### src/hw/rtl/sbpr_pkg.sv
`default_nettype none

package sbpr_pkg;

	localparam int PIXEL_COUNT_BITS = 22;
	localparam int CNT_W            = PIXEL_COUNT_BITS + 1;
	localparam int NREG             = 3;
	localparam int IDX_W            = 2;
	localparam int PCT_W            = 15;
	localparam int NUM_W            = CNT_W + PCT_W;
	localparam int STEP_W           = $clog2(PCT_W);
	localparam int FIFO_AW          = 2;
	localparam int FIFO_DEPTH       = 1 << FIFO_AW;

	localparam int EST_W   = 16;
	localparam int TRUTH_W = 8;
	localparam int THR_W   = 12;
	localparam int GAIN_W  = 16;

	localparam int CFG_IDX_W  = 2;
	localparam int CFG_DATA_W = 16;

	localparam logic [CFG_IDX_W-1:0] CFG_THRESHOLD = 2'd0;
	localparam logic [CFG_IDX_W-1:0] CFG_CONV_EN   = 2'd1;
	localparam logic [CFG_IDX_W-1:0] CFG_GAIN      = 2'd2;

	localparam logic [THR_W-1:0]  THR_RESET  = 12'd16;
	localparam logic [GAIN_W-1:0] GAIN_RESET = 16'd256;

	localparam logic [PCT_W-1:0] PCT_SCALE = 15'd25600;
	localparam logic [CNT_W-1:0] CNT_LIMIT = {1'b1, {PIXEL_COUNT_BITS{1'b0}}};

	typedef struct packed {
		logic            last;
		logic [NREG-1:0] mask;
		logic [NREG-1:0] bad;
	} item_t;

	typedef struct packed {
		logic [NREG-1:0]  bad;
		logic             totals_valid;
		logic [PCT_W-1:0] pct_all;
		logic [PCT_W-1:0] pct_nonocc;
		logic [PCT_W-1:0] pct_disc;
		logic [NREG-1:0]  empty_regions;
	} result_t;

	function automatic logic [CNT_W-1:0] sat_inc(input logic [CNT_W-1:0] v);
		return (v < CNT_LIMIT) ? v + CNT_W'(1) : CNT_LIMIT;
	endfunction

endpackage

`default_nettype wire

### src/hw/rtl/stereo_bad_pixel_rate.sv
// Stereo bad-pixel rate counter.
// Input queue side: present estimate, truth_value, the three region bits and
// last_pixel with push; the item is taken on a rising edge with push high and
// full low. Result queue side: while empty is low the oldest result sits on
// the result ports; pop it with pop high. Each pixel yields one result with
// its three bad flags.
// Configuration: cfg_we writes cfg_data into register cfg_index (0 threshold,
// 1 conversion enable, 2 gain) on the edge; write only while the block is idle.
// Ordinary pixels pass the front register, the queue and the result register,
// one pixel per cycle while no stall holds them. The last pixel of an image
// adds the three percentages, worked out one after another by a shared
// restoring divider of 15 steps. Pixels behind it wait in the four-entry
// queue between front and back and stall input once that queue and the
// front register are full.
// A stalled result holds on the ports; the back stops and the front keeps
// taking pixels until the queue and its own register are full, then raises full.
// Reset clears the counters, loads the register defaults and empties both
// queues.
`default_nettype none

module stereo_bad_pixel_rate (
	input  logic                              clk,
	input  logic                              arst_n,
	input  logic                              cfg_we,
	input  logic [sbpr_pkg::CFG_IDX_W-1:0]    cfg_index,
	input  logic [sbpr_pkg::CFG_DATA_W-1:0]   cfg_data,
	input  logic                              push,
	output logic                              full,
	input  logic signed [sbpr_pkg::EST_W-1:0] estimate,
	input  logic [sbpr_pkg::TRUTH_W-1:0]      truth_value,
	input  logic                              in_all,
	input  logic                              in_nonocc,
	input  logic                              in_disc,
	input  logic                              last_pixel,
	input  logic                              pop,
	output logic                              empty,
	output logic                              bad_all,
	output logic                              bad_nonocc,
	output logic                              bad_disc,
	output logic                              totals_valid,
	output logic [sbpr_pkg::PCT_W-1:0]        pct_all,
	output logic [sbpr_pkg::PCT_W-1:0]        pct_nonocc,
	output logic [sbpr_pkg::PCT_W-1:0]        pct_disc,
	output logic [sbpr_pkg::NREG-1:0]         empty_regions
);
	import sbpr_pkg::*;

	logic    fifo_full;
	logic    fifo_push;
	logic    fifo_empty;
	logic    fifo_pop;
	item_t   push_item;
	item_t   head_item;
	result_t result;

	sbpr_front u_front (
		.clk         (clk),
		.arst_n      (arst_n),
		.cfg_we      (cfg_we),
		.cfg_index   (cfg_index),
		.cfg_data    (cfg_data),
		.push        (push),
		.full        (full),
		.estimate    (estimate),
		.truth_value (truth_value),
		.in_all      (in_all),
		.in_nonocc   (in_nonocc),
		.in_disc     (in_disc),
		.last_pixel  (last_pixel),
		.fifo_full   (fifo_full),
		.fifo_push   (fifo_push),
		.fifo_item   (push_item)
	);

	sbpr_fifo u_fifo (
		.clk        (clk),
		.arst_n     (arst_n),
		.wr_en      (fifo_push),
		.wr_item    (push_item),
		.fifo_full  (fifo_full),
		.rd_en      (fifo_pop),
		.rd_item    (head_item),
		.fifo_empty (fifo_empty)
	);

	sbpr_back u_back (
		.clk        (clk),
		.arst_n     (arst_n),
		.fifo_empty (fifo_empty),
		.fifo_item  (head_item),
		.fifo_pop   (fifo_pop),
		.pop        (pop),
		.empty      (empty),
		.result     (result)
	);

	assign bad_all       = result.bad[0];
	assign bad_nonocc    = result.bad[1];
	assign bad_disc      = result.bad[2];
	assign totals_valid  = result.totals_valid;
	assign pct_all       = result.pct_all;
	assign pct_nonocc    = result.pct_nonocc;
	assign pct_disc      = result.pct_disc;
	assign empty_regions = result.empty_regions;

endmodule

`default_nettype wire

### src/hw/rtl/sbpr_front.sv
`default_nettype none

module sbpr_front (
	input  logic                              clk,
	input  logic                              arst_n,
	input  logic                              cfg_we,
	input  logic [sbpr_pkg::CFG_IDX_W-1:0]    cfg_index,
	input  logic [sbpr_pkg::CFG_DATA_W-1:0]   cfg_data,
	input  logic                              push,
	output logic                              full,
	input  logic signed [sbpr_pkg::EST_W-1:0] estimate,
	input  logic [sbpr_pkg::TRUTH_W-1:0]      truth_value,
	input  logic                              in_all,
	input  logic                              in_nonocc,
	input  logic                              in_disc,
	input  logic                              last_pixel,
	input  logic                              fifo_full,
	output logic                              fifo_push,
	output sbpr_pkg::item_t                   fifo_item
);
	import sbpr_pkg::*;

	logic [THR_W-1:0]  thr_q;
	logic              conv_en_q;
	logic [GAIN_W-1:0] gain_q;

	logic                               valid_s1;
	logic signed [EST_W+GAIN_W:0]       prod_s1;
	logic signed [EST_W-1:0]            est_s1;
	logic [TRUTH_W-1:0]                 truth_s1;
	logic [NREG-1:0]                    mask_s1;
	logic                               last_s1;

	logic                               accept;
	logic signed [EST_W+GAIN_W+1:0]     rnd;
	logic [TRUTH_W-1:0]                 conv8;
	logic signed [EST_W:0]              eff;
	logic signed [EST_W:0]              diff;
	logic [EST_W:0]                     adiff;
	logic                               over;

	always_ff @(posedge clk or negedge arst_n) begin
		if (!arst_n) begin
			thr_q     <= THR_RESET;
			conv_en_q <= 1'b0;
			gain_q    <= GAIN_RESET;
		end else if (cfg_we) begin
			case (cfg_index)
				CFG_THRESHOLD: thr_q     <= cfg_data[THR_W-1:0];
				CFG_CONV_EN:   conv_en_q <= cfg_data[0];
				CFG_GAIN:      gain_q    <= cfg_data[GAIN_W-1:0];
				default: ;
			endcase
		end
	end

	assign full      = valid_s1 && fifo_full;
	assign accept    = push && !full;
	assign fifo_push = valid_s1 && !fifo_full;

	always_ff @(posedge clk or negedge arst_n) begin
		if (!arst_n) begin
			valid_s1 <= 1'b0;
		end else if (accept) begin
			valid_s1 <= 1'b1;
		end else if (fifo_push) begin
			valid_s1 <= 1'b0;
		end
	end

	always_ff @(posedge clk) begin
		if (accept) begin
			prod_s1  <= (EST_W+GAIN_W+1)'(estimate)
			          * (EST_W+GAIN_W+1)'($signed({1'b0, gain_q}));
			est_s1   <= estimate;
			truth_s1 <= truth_value;
			mask_s1  <= {in_disc, in_nonocc, in_all};
			last_s1  <= last_pixel;
		end
	end

	always_comb begin
		rnd = {prod_s1[EST_W+GAIN_W], prod_s1} + (EST_W+GAIN_W+2)'(128);
		if (rnd[EST_W+GAIN_W+1]) begin
			conv8 = '0;
		end else if (|rnd[EST_W+GAIN_W:TRUTH_W+8]) begin
			conv8 = '1;
		end else begin
			conv8 = rnd[TRUTH_W+7:8];
		end
		eff   = conv_en_q ? $signed({{(EST_W+1-TRUTH_W){1'b0}}, conv8})
		                  : $signed({est_s1[EST_W-1], est_s1});
		diff  = eff - $signed({{(EST_W+1-TRUTH_W){1'b0}}, truth_s1});
		adiff = diff[EST_W] ? (EST_W+1)'(-diff) : (EST_W+1)'(diff);
		over  = {adiff, 4'b0000} > (EST_W+5)'(thr_q);
	end

	assign fifo_item.last = last_s1;
	assign fifo_item.mask = mask_s1;
	assign fifo_item.bad  = mask_s1 & {NREG{over}};

endmodule

`default_nettype wire

### src/hw/rtl/sbpr_fifo.sv
`default_nettype none

module sbpr_fifo (
	input  logic            clk,
	input  logic            arst_n,
	input  logic            wr_en,
	input  sbpr_pkg::item_t wr_item,
	output logic            fifo_full,
	input  logic            rd_en,
	output sbpr_pkg::item_t rd_item,
	output logic            fifo_empty
);
	import sbpr_pkg::*;

	item_t              mem_q [FIFO_DEPTH];
	logic [FIFO_AW-1:0] wr_ptr_q;
	logic [FIFO_AW-1:0] rd_ptr_q;
	logic [FIFO_AW:0]   count_q;

	assign fifo_full  = count_q == (FIFO_AW+1)'(FIFO_DEPTH);
	assign fifo_empty = count_q == '0;
	assign rd_item    = mem_q[rd_ptr_q];

	always_ff @(posedge clk or negedge arst_n) begin
		if (!arst_n) begin
			wr_ptr_q <= '0;
			rd_ptr_q <= '0;
			count_q  <= '0;
		end else begin
			if (wr_en) begin
				wr_ptr_q <= wr_ptr_q + FIFO_AW'(1);
			end
			if (rd_en) begin
				rd_ptr_q <= rd_ptr_q + FIFO_AW'(1);
			end
			if (wr_en && !rd_en) begin
				count_q <= count_q + (FIFO_AW+1)'(1);
			end else if (rd_en && !wr_en) begin
				count_q <= count_q - (FIFO_AW+1)'(1);
			end
		end
	end

	always_ff @(posedge clk) begin
		if (wr_en) begin
			mem_q[wr_ptr_q] <= wr_item;
		end
	end

endmodule

`default_nettype wire

### src/hw/rtl/sbpr_div.sv
`default_nettype none

module sbpr_div (
	input  logic                         clk,
	input  logic                         arst_n,
	input  logic                         start,
	input  logic [sbpr_pkg::CNT_W-1:0]   pix_n,
	input  logic [sbpr_pkg::CNT_W-1:0]   bad_n,
	output logic                         done,
	output logic [sbpr_pkg::PCT_W-1:0]   quot
);
	import sbpr_pkg::*;

	logic [NUM_W-1:0]  rem_q;
	logic [NUM_W-1:0]  dsh_q;
	logic [PCT_W-1:0]  quot_q;
	logic [STEP_W-1:0] step_q;
	logic              busy_q;
	logic              done_q;
	logic [NUM_W-1:0]  num;
	logic              fits;

	assign num  = NUM_W'(bad_n) * NUM_W'(PCT_SCALE) + NUM_W'(pix_n >> 1);
	assign fits = rem_q >= dsh_q;

	always_ff @(posedge clk or negedge arst_n) begin
		if (!arst_n) begin
			busy_q <= 1'b0;
			done_q <= 1'b0;
			step_q <= '0;
		end else begin
			done_q <= 1'b0;
			if (start) begin
				busy_q <= 1'b1;
				step_q <= STEP_W'(PCT_W - 1);
			end else if (busy_q) begin
				if (step_q == '0) begin
					busy_q <= 1'b0;
					done_q <= 1'b1;
				end else begin
					step_q <= step_q - STEP_W'(1);
				end
			end
		end
	end

	always_ff @(posedge clk) begin
		if (start) begin
			rem_q  <= num;
			dsh_q  <= NUM_W'(pix_n) << (PCT_W - 1);
			quot_q <= '0;
		end else if (busy_q) begin
			if (fits) begin
				rem_q <= rem_q - dsh_q;
			end
			quot_q <= {quot_q[PCT_W-2:0], fits};
			dsh_q  <= dsh_q >> 1;
		end
	end

	assign done = done_q;
	assign quot = quot_q;

endmodule

`default_nettype wire

### src/hw/rtl/sbpr_back.sv
`default_nettype none

module sbpr_back (
	input  logic              clk,
	input  logic              arst_n,
	input  logic              fifo_empty,
	input  sbpr_pkg::item_t   fifo_item,
	output logic              fifo_pop,
	input  logic              pop,
	output logic              empty,
	output sbpr_pkg::result_t result
);
	import sbpr_pkg::*;

	typedef enum logic [3:0] {
		ST_RUN   = 4'b0001,
		ST_START = 4'b0010,
		ST_WAIT  = 4'b0100,
		ST_EMIT  = 4'b1000
	} back_state_t;

	back_state_t       state_q;
	logic [CNT_W-1:0]  pix_q    [NREG];
	logic [CNT_W-1:0]  bad_q    [NREG];
	logic [CNT_W-1:0]  snap_n_q [NREG];
	logic [CNT_W-1:0]  snap_b_q [NREG];
	logic [CNT_W-1:0]  pix_nx   [NREG];
	logic [CNT_W-1:0]  bad_nx   [NREG];
	logic [PCT_W-1:0]  pct_q    [NREG];
	logic [NREG-1:0]   empty_q;
	logic [NREG-1:0]   flags_q;
	logic [IDX_W-1:0]  idx_q;
	logic              out_valid_q;
	result_t           out_q;

	logic              out_free;
	logic              take;
	logic              emit;
	logic              div_start;
	logic              div_done;
	logic [PCT_W-1:0]  div_quot;
	logic              reg_empty;
	logic [PCT_W-1:0]  pct_val;

	assign out_free  = !out_valid_q || pop;
	assign take      = (state_q == ST_RUN) && !fifo_empty && out_free;
	assign emit      = (state_q == ST_EMIT) && out_free;
	assign fifo_pop  = take;
	assign div_start = state_q == ST_START;
	assign reg_empty = snap_n_q[idx_q] == '0;
	assign pct_val   = reg_empty ? '0 : ((div_quot > PCT_SCALE) ? PCT_SCALE : div_quot);

	always_comb begin
		for (int i = 0; i < NREG; i++) begin
			pix_nx[i] = fifo_item.mask[i] ? sat_inc(pix_q[i]) : pix_q[i];
			bad_nx[i] = fifo_item.bad[i]  ? sat_inc(bad_q[i]) : bad_q[i];
		end
	end

	sbpr_div u_div (
		.clk    (clk),
		.arst_n (arst_n),
		.start  (div_start),
		.pix_n  (snap_n_q[idx_q]),
		.bad_n  (snap_b_q[idx_q]),
		.done   (div_done),
		.quot   (div_quot)
	);

	always_ff @(posedge clk or negedge arst_n) begin
		if (!arst_n) begin
			state_q     <= ST_RUN;
			idx_q       <= '0;
			out_valid_q <= 1'b0;
			for (int i = 0; i < NREG; i++) begin
				pix_q[i] <= '0;
				bad_q[i] <= '0;
			end
		end else begin
			if ((take && !fifo_item.last) || emit) begin
				out_valid_q <= 1'b1;
			end else if (pop) begin
				out_valid_q <= 1'b0;
			end
			case (state_q)
				ST_RUN: begin
					if (take) begin
						for (int i = 0; i < NREG; i++) begin
							pix_q[i] <= fifo_item.last ? '0 : pix_nx[i];
							bad_q[i] <= fifo_item.last ? '0 : bad_nx[i];
						end
						if (fifo_item.last) begin
							idx_q   <= '0;
							state_q <= ST_START;
						end
					end
				end
				ST_START: state_q <= ST_WAIT;
				ST_WAIT: begin
					if (div_done) begin
						if (idx_q == IDX_W'(NREG - 1)) begin
							state_q <= ST_EMIT;
						end else begin
							idx_q   <= idx_q + IDX_W'(1);
							state_q <= ST_START;
						end
					end
				end
				ST_EMIT: begin
					if (out_free) begin
						state_q <= ST_RUN;
					end
				end
				default: state_q <= ST_RUN;
			endcase
		end
	end

	always_ff @(posedge clk) begin
		if (take) begin
			if (fifo_item.last) begin
				flags_q <= fifo_item.bad;
				for (int i = 0; i < NREG; i++) begin
					snap_n_q[i] <= pix_nx[i];
					snap_b_q[i] <= bad_nx[i];
				end
			end else begin
				out_q.bad           <= fifo_item.bad;
				out_q.totals_valid  <= 1'b0;
				out_q.pct_all       <= '0;
				out_q.pct_nonocc    <= '0;
				out_q.pct_disc      <= '0;
				out_q.empty_regions <= '0;
			end
		end
		if ((state_q == ST_WAIT) && div_done) begin
			pct_q[idx_q]   <= pct_val;
			empty_q[idx_q] <= reg_empty;
		end
		if (emit) begin
			out_q.bad           <= flags_q;
			out_q.totals_valid  <= 1'b1;
			out_q.pct_all       <= pct_q[0];
			out_q.pct_nonocc    <= pct_q[1];
			out_q.pct_disc      <= pct_q[2];
			out_q.empty_regions <= empty_q;
		end
	end

	assign empty  = !out_valid_q;
	assign result = out_q;

endmodule

`default_nettype wire

### config.mk
export PLATFORM = sky130hd
export DESIGN_NAME = stereo_bad_pixel_rate
export DESIGN_NICKNAME = d
export VERILOG_FILES = /design/src/hw/rtl/sbpr_pkg.sv /design/src/hw/rtl/stereo_bad_pixel_rate.sv /design/src/hw/rtl/sbpr_front.sv /design/src/hw/rtl/sbpr_fifo.sv /design/src/hw/rtl/sbpr_div.sv /design/src/hw/rtl/sbpr_back.sv
export SDC_FILE = /design/constraint.sdc
export NUM_CORES = 2
export LEC_CHECK = 0
export ABC_CLOCK_PERIOD_IN_PS = 8350
export BUFFER_PORTS_ARGS = -buffer_cell sky130_fd_sc_hd__buf_2
export CORE_UTILIZATION = 49
export DETAILED_ROUTE_END_ITERATION = 12
export PLACE_DENSITY = 0.63
export SYNTH_ARGS = -nofsm -noshare
export SYNTH_HDL_FRONTEND = slang
export SYNTH_SLANG_ARGS = --single-unit
### constraint.sdc
create_clock -name clk -period 8.35 [get_ports clk]
set_input_delay 1.2525 -clock clk [delete_from_list [all_inputs] [get_ports clk]]
set_output_delay 1.2525 -clock clk [all_outputs]
set_load 0.02 [all_outputs]
==> flow_summary_export.csv <==
group,metric,value,unit
synthesis,synth.ff_latch_count,601,
sta,finalCritPeriodShare,90.8,%
floorplanning,initial_core_util,49.6,%
sta,fin_worst_skew,0.0235,ns
layout,layoutNonFillerInstCount,5028,
synthesis,synth_warn,0,
layout,n_fill_cell,7041,
clock_tree,clock-root-buffer,"clkbuf_16",
worst_setup_path,setup.reg_to_reg.worst_slack,0.77,ns
synthesis,synth-adder-area-share,19.3,%
synthesis,synth-xor-area-share,4.74,%
clock_tree,numClockSinks,601,
worst_setup_path,timing.critical_path.max_delay_family,"compound AO/OA/AOI/OAI gates",
layout,final_cell_area,44100,sq um
worst_setup_path,critical_path_depth,31,
grt,grt_first_pass_wirelength,149000,um
synthesis,synth-seq-area-share,41.9,%
clock_tree,ctsLongestPathBuffers,3,
clock_tree,worstSkewPairLatency,0.62,ns
drt,detail_route.iter0.violations,1888,
placement,hpwlAfterDp,67200,um
synthesis,yosys.area_share.simple,14.2,%
synthesis,synth-compound-area-share,10.9,%
worst_setup_path,r2r_end,"u_fifo.mem_q[0][0]$_DFFE_PP_",
layout,layout.nets,4452,
grt,grt.overflow.total,0,
sta,fin_setup_tns,0,ns
worst_setup_path,endpoint,"u_fifo.mem_q[0][0]$_DFFE_PP_",
grt,grt_start_max_net_pins,98,
placement,dpl.cell_count,4900,
worst_setup_path,worst-r2r-cell-count,31,
floorplanning,die_area,83000,sq um
grt,global_route.usage.total,22.8,%
worst_setup_path,timing.critical_path.buf_inv,0,
floorplanning,fp.dieW,288,um
drt,avgRoutedWirePerCell,18.3,um
worst_setup_path,cp_slowest_stage_delay,0.55,ns
worst_setup_path,worst_setup_path_start_kind,"flop",
worst_setup_path,path_class,"reg2reg",
synthesis,netlist_instances,3845,
synthesis,synth_nets,4385,
floorplanning,placement_rows,104,
worst_setup_path,worst_path_max_delay_cell,"or4_1",
synthesis,synth_enable_flop_cells,383,
floorplanning,fp.dieH,288,um
worst_setup_path,critPathLaunch,"u_front.prod_s1[8]$_DFFE_PP_",
worst_setup_path,crit-reg2reg-launch,"u_front.prod_s1[8]$_DFFE_PP_",
clock_tree,post_cts_resized,0,
drt,drc_violation_count_after_routing,6,
clock_tree,post_cts_hold_buffer_count,0,
clock_tree,tritoncts.num_buffers,70,
clock_tree,postCtsSetupRepairBufs,0,
synthesis,largest_family_of_logic_cells_by_synthesized_area,"adder cells",
flow_run,drv_cap,0,
worst_setup_path,worstPathRequired,8.70,ns
synthesis,syn_area,40100,sq um
layout,drive_above_1_share,8.22,%
layout,antenna-diode-count,0,
clock_tree,ctsHtreeMaxLevel,3,
sta,finalHoldViolations,0,
placement,post_dp_cell_area,41700,sq um
synthesis,postSynth.asyncResetShare,31.3,%
sta,final_max_slew_viol_count,0,
clock_tree,cts.reportedPaths.clkPinSlew,0.06,ns
sta,rsz0062_at_grt,"false",
grt,antenna_found_initial,1,
synthesis,synth_top_flop_cell,"edfxtp_1",
worst_setup_path,timing.critical_path.fanout_max,10,
synthesis,post_synth_num_cell_types,81,
sta,fmax,132,MHz
layout,flow.area_growth_from_synthesis,9.92,%
outcome,status,"finished with violations",
clock_tree,cts_tree,"built",
worst_hold_path,hold_class,"reg2reg",
worst_setup_path,critPathCaptureType,"flop",
outcome,violations_in_the_final_reports,"DRC",
sta,finalSetupViolations,0,
placement,port-buffer-count,104,
worst_setup_path,cp.arrival,7.93,ns
placement,gpl.final_weighted_congestion,0.943,
grt,number_of_global_route_vias_before_repair,27634,
sta,slew_headroom,30.3,%
synthesis,synth.mux.area_fraction,3.50,%
floorplanning,coreArea,80800,sq um
sta,timing_worst_slew_pin_value,1.04,ns
drt,final_antenna_net_count,0,
floorplanning,i_o_pins,105,
drt,pre_repair_dr_iteration_count,9,
drt,route.final.wire_length,92100,um
worst_setup_path,crit_top_cell,"a21o_1",
synthesis,syn_area_per_cell,10.4,sq um
layout,final_core_utilization,54.6,%
drt,vias,27625,
drt,routed_via_density,5.49,
sta,period_needed,7.58,ns
worst_hold_path,whs_path_depth,1,
per-stage QoR:
step / worst slack [ns] / hold WS (ns)
2_1_floorplan: 1.32 / 0.459
3_3_place_gp: 0.861 / 0.430
3_5_place_dp: 0.756 / 0.437
4_1_cts: 0.724 / 0.451
5_1_grt: 0.156 / 0.471
6_report: 0.771 / 0.449
cells in the mapped netlist (40+ instances only):
library cell | n | share of area, %
a22o_1 | 123 | 2.7
fa_1 | 215 | 11
dfrtp_1 | 185 | 12
ha_1 | 274 | 8.5
and3_1 | 55 | 0.86
nor2_1 | 275 | 2.6
edfxtp_1 | 383 | 29
clkbuf_1 | 123 | 1.2
mux2i_1 | 83 | 2.1
or3_1 | 41 | 0.64
xnor2_1 | 100 | 2.2
xor2_1 | 115 | 2.5
and2_1 | 180 | 2.8
nand3_1 | 71 | 0.89
inv_1 | 451 | 4.2
o21a_1 | 40 | 0.75
nand2_1 | 357 | 3.3
o21ai_0 | 148 | 1.8
a21oi_1 | 160 | 2.0
a21o_1 | 46 | 0.86
flip-flops by register name, summed over array words and instances (netlist names), 28 cells and up:
register            flops
u_back.pct_q           45
u_back.u_div.dsh_q     37
u_back.result          52
u_fifo.mem_q           28
u_back.bad_q           69
u_back.u_div.rem_q     38
u_back.snap_n_q        69
u_back.snap_b_q        69
u_back.pix_q           69
worst reg2reg max path: cells and delay by family (launching register included):
family,cells,cell delay (ns)
AOI/OAI and AO/OA,17,3.21
and+or+nand+nor,11,2.93
adders and majority gates,3,0.85
DFF,1,0.35
per-layer routing:
layer	global-route usage [%]	wire length (um)	share of wire (%)	vias up
met3	3.24	4200	4.6	115
li1	-	-	-	13365
met4	6.51	2260	2.5	0
met5	0	0	0	-
met2	36.1	42200	46	604
met1	32.5	43400	47	13541
cells by family (layout without fill, tap and decap cells):
kind of cell	after synthesis	after routing
compound gates	657	657
xor+xnor	216	216
fa+ha+maj	489	489
buf+inv	585	708
flops	601	601
mux	128	128
simple gates	1169	1169
cell usage in the layout, fill, tap and decap left out, types with 123 or more instances in the layout:
| cell type | instances |
|---|---|
| and2_1 | 180 |
| a22o_1 | 123 |
| nor2_1 | 274 |
| a21oi_1 | 160 |
| nand2_1 | 357 |
| dfrtp_1 | 182 |
| o21ai_0 | 147 |
| ha_1 | 274 |
| inv_1 | 450 |
| fa_1 | 215 |
| edfxtp_1 | 383 |
area by class of cell:
class	instances	area (sq um)	area share [%]
Clock buffer	89	1930	4.39
Clock inverter	39	459	1.04
Inverter	454	1710	3.88
Multi-Input combinational cell	2659	21100	48.0
Sequential cell	601	16800	38.1
Tap cell	1060	1330	3.01
Timing Repair Buffer	126	694	1.58
worst min-delay path by stage:
stage / start / end / slack [ns]
2_1_floorplan: u_front.last_s1$_DFFE_PP_ / u_fifo.mem_q[0][6]$_DFFE_PP_ / 0.46
3_3_place_gp: u_back.result[48]$_SDFFE_PP1P_ / u_back.result[48]$_SDFFE_PP1P_ / 0.43
3_5_place_dp: u_back.result[48]$_SDFFE_PP1P_ / u_back.result[48]$_SDFFE_PP1P_ / 0.44
4_1_cts: u_back.result[48]$_SDFFE_PP1P_ / u_back.result[48]$_SDFFE_PP1P_ / 0.45
5_1_grt: u_back.result[48]$_SDFFE_PP1P_ / u_back.result[48]$_SDFFE_PP1P_ / 0.47
6_report: u_back.result[48]$_SDFFE_PP1P_ / u_back.result[48]$_SDFFE_PP1P_ / 0.45
Power is left out: the tool's default activity adds up to more than one toggle a clock period on the data nets, which glitch-free logic cannot reach.
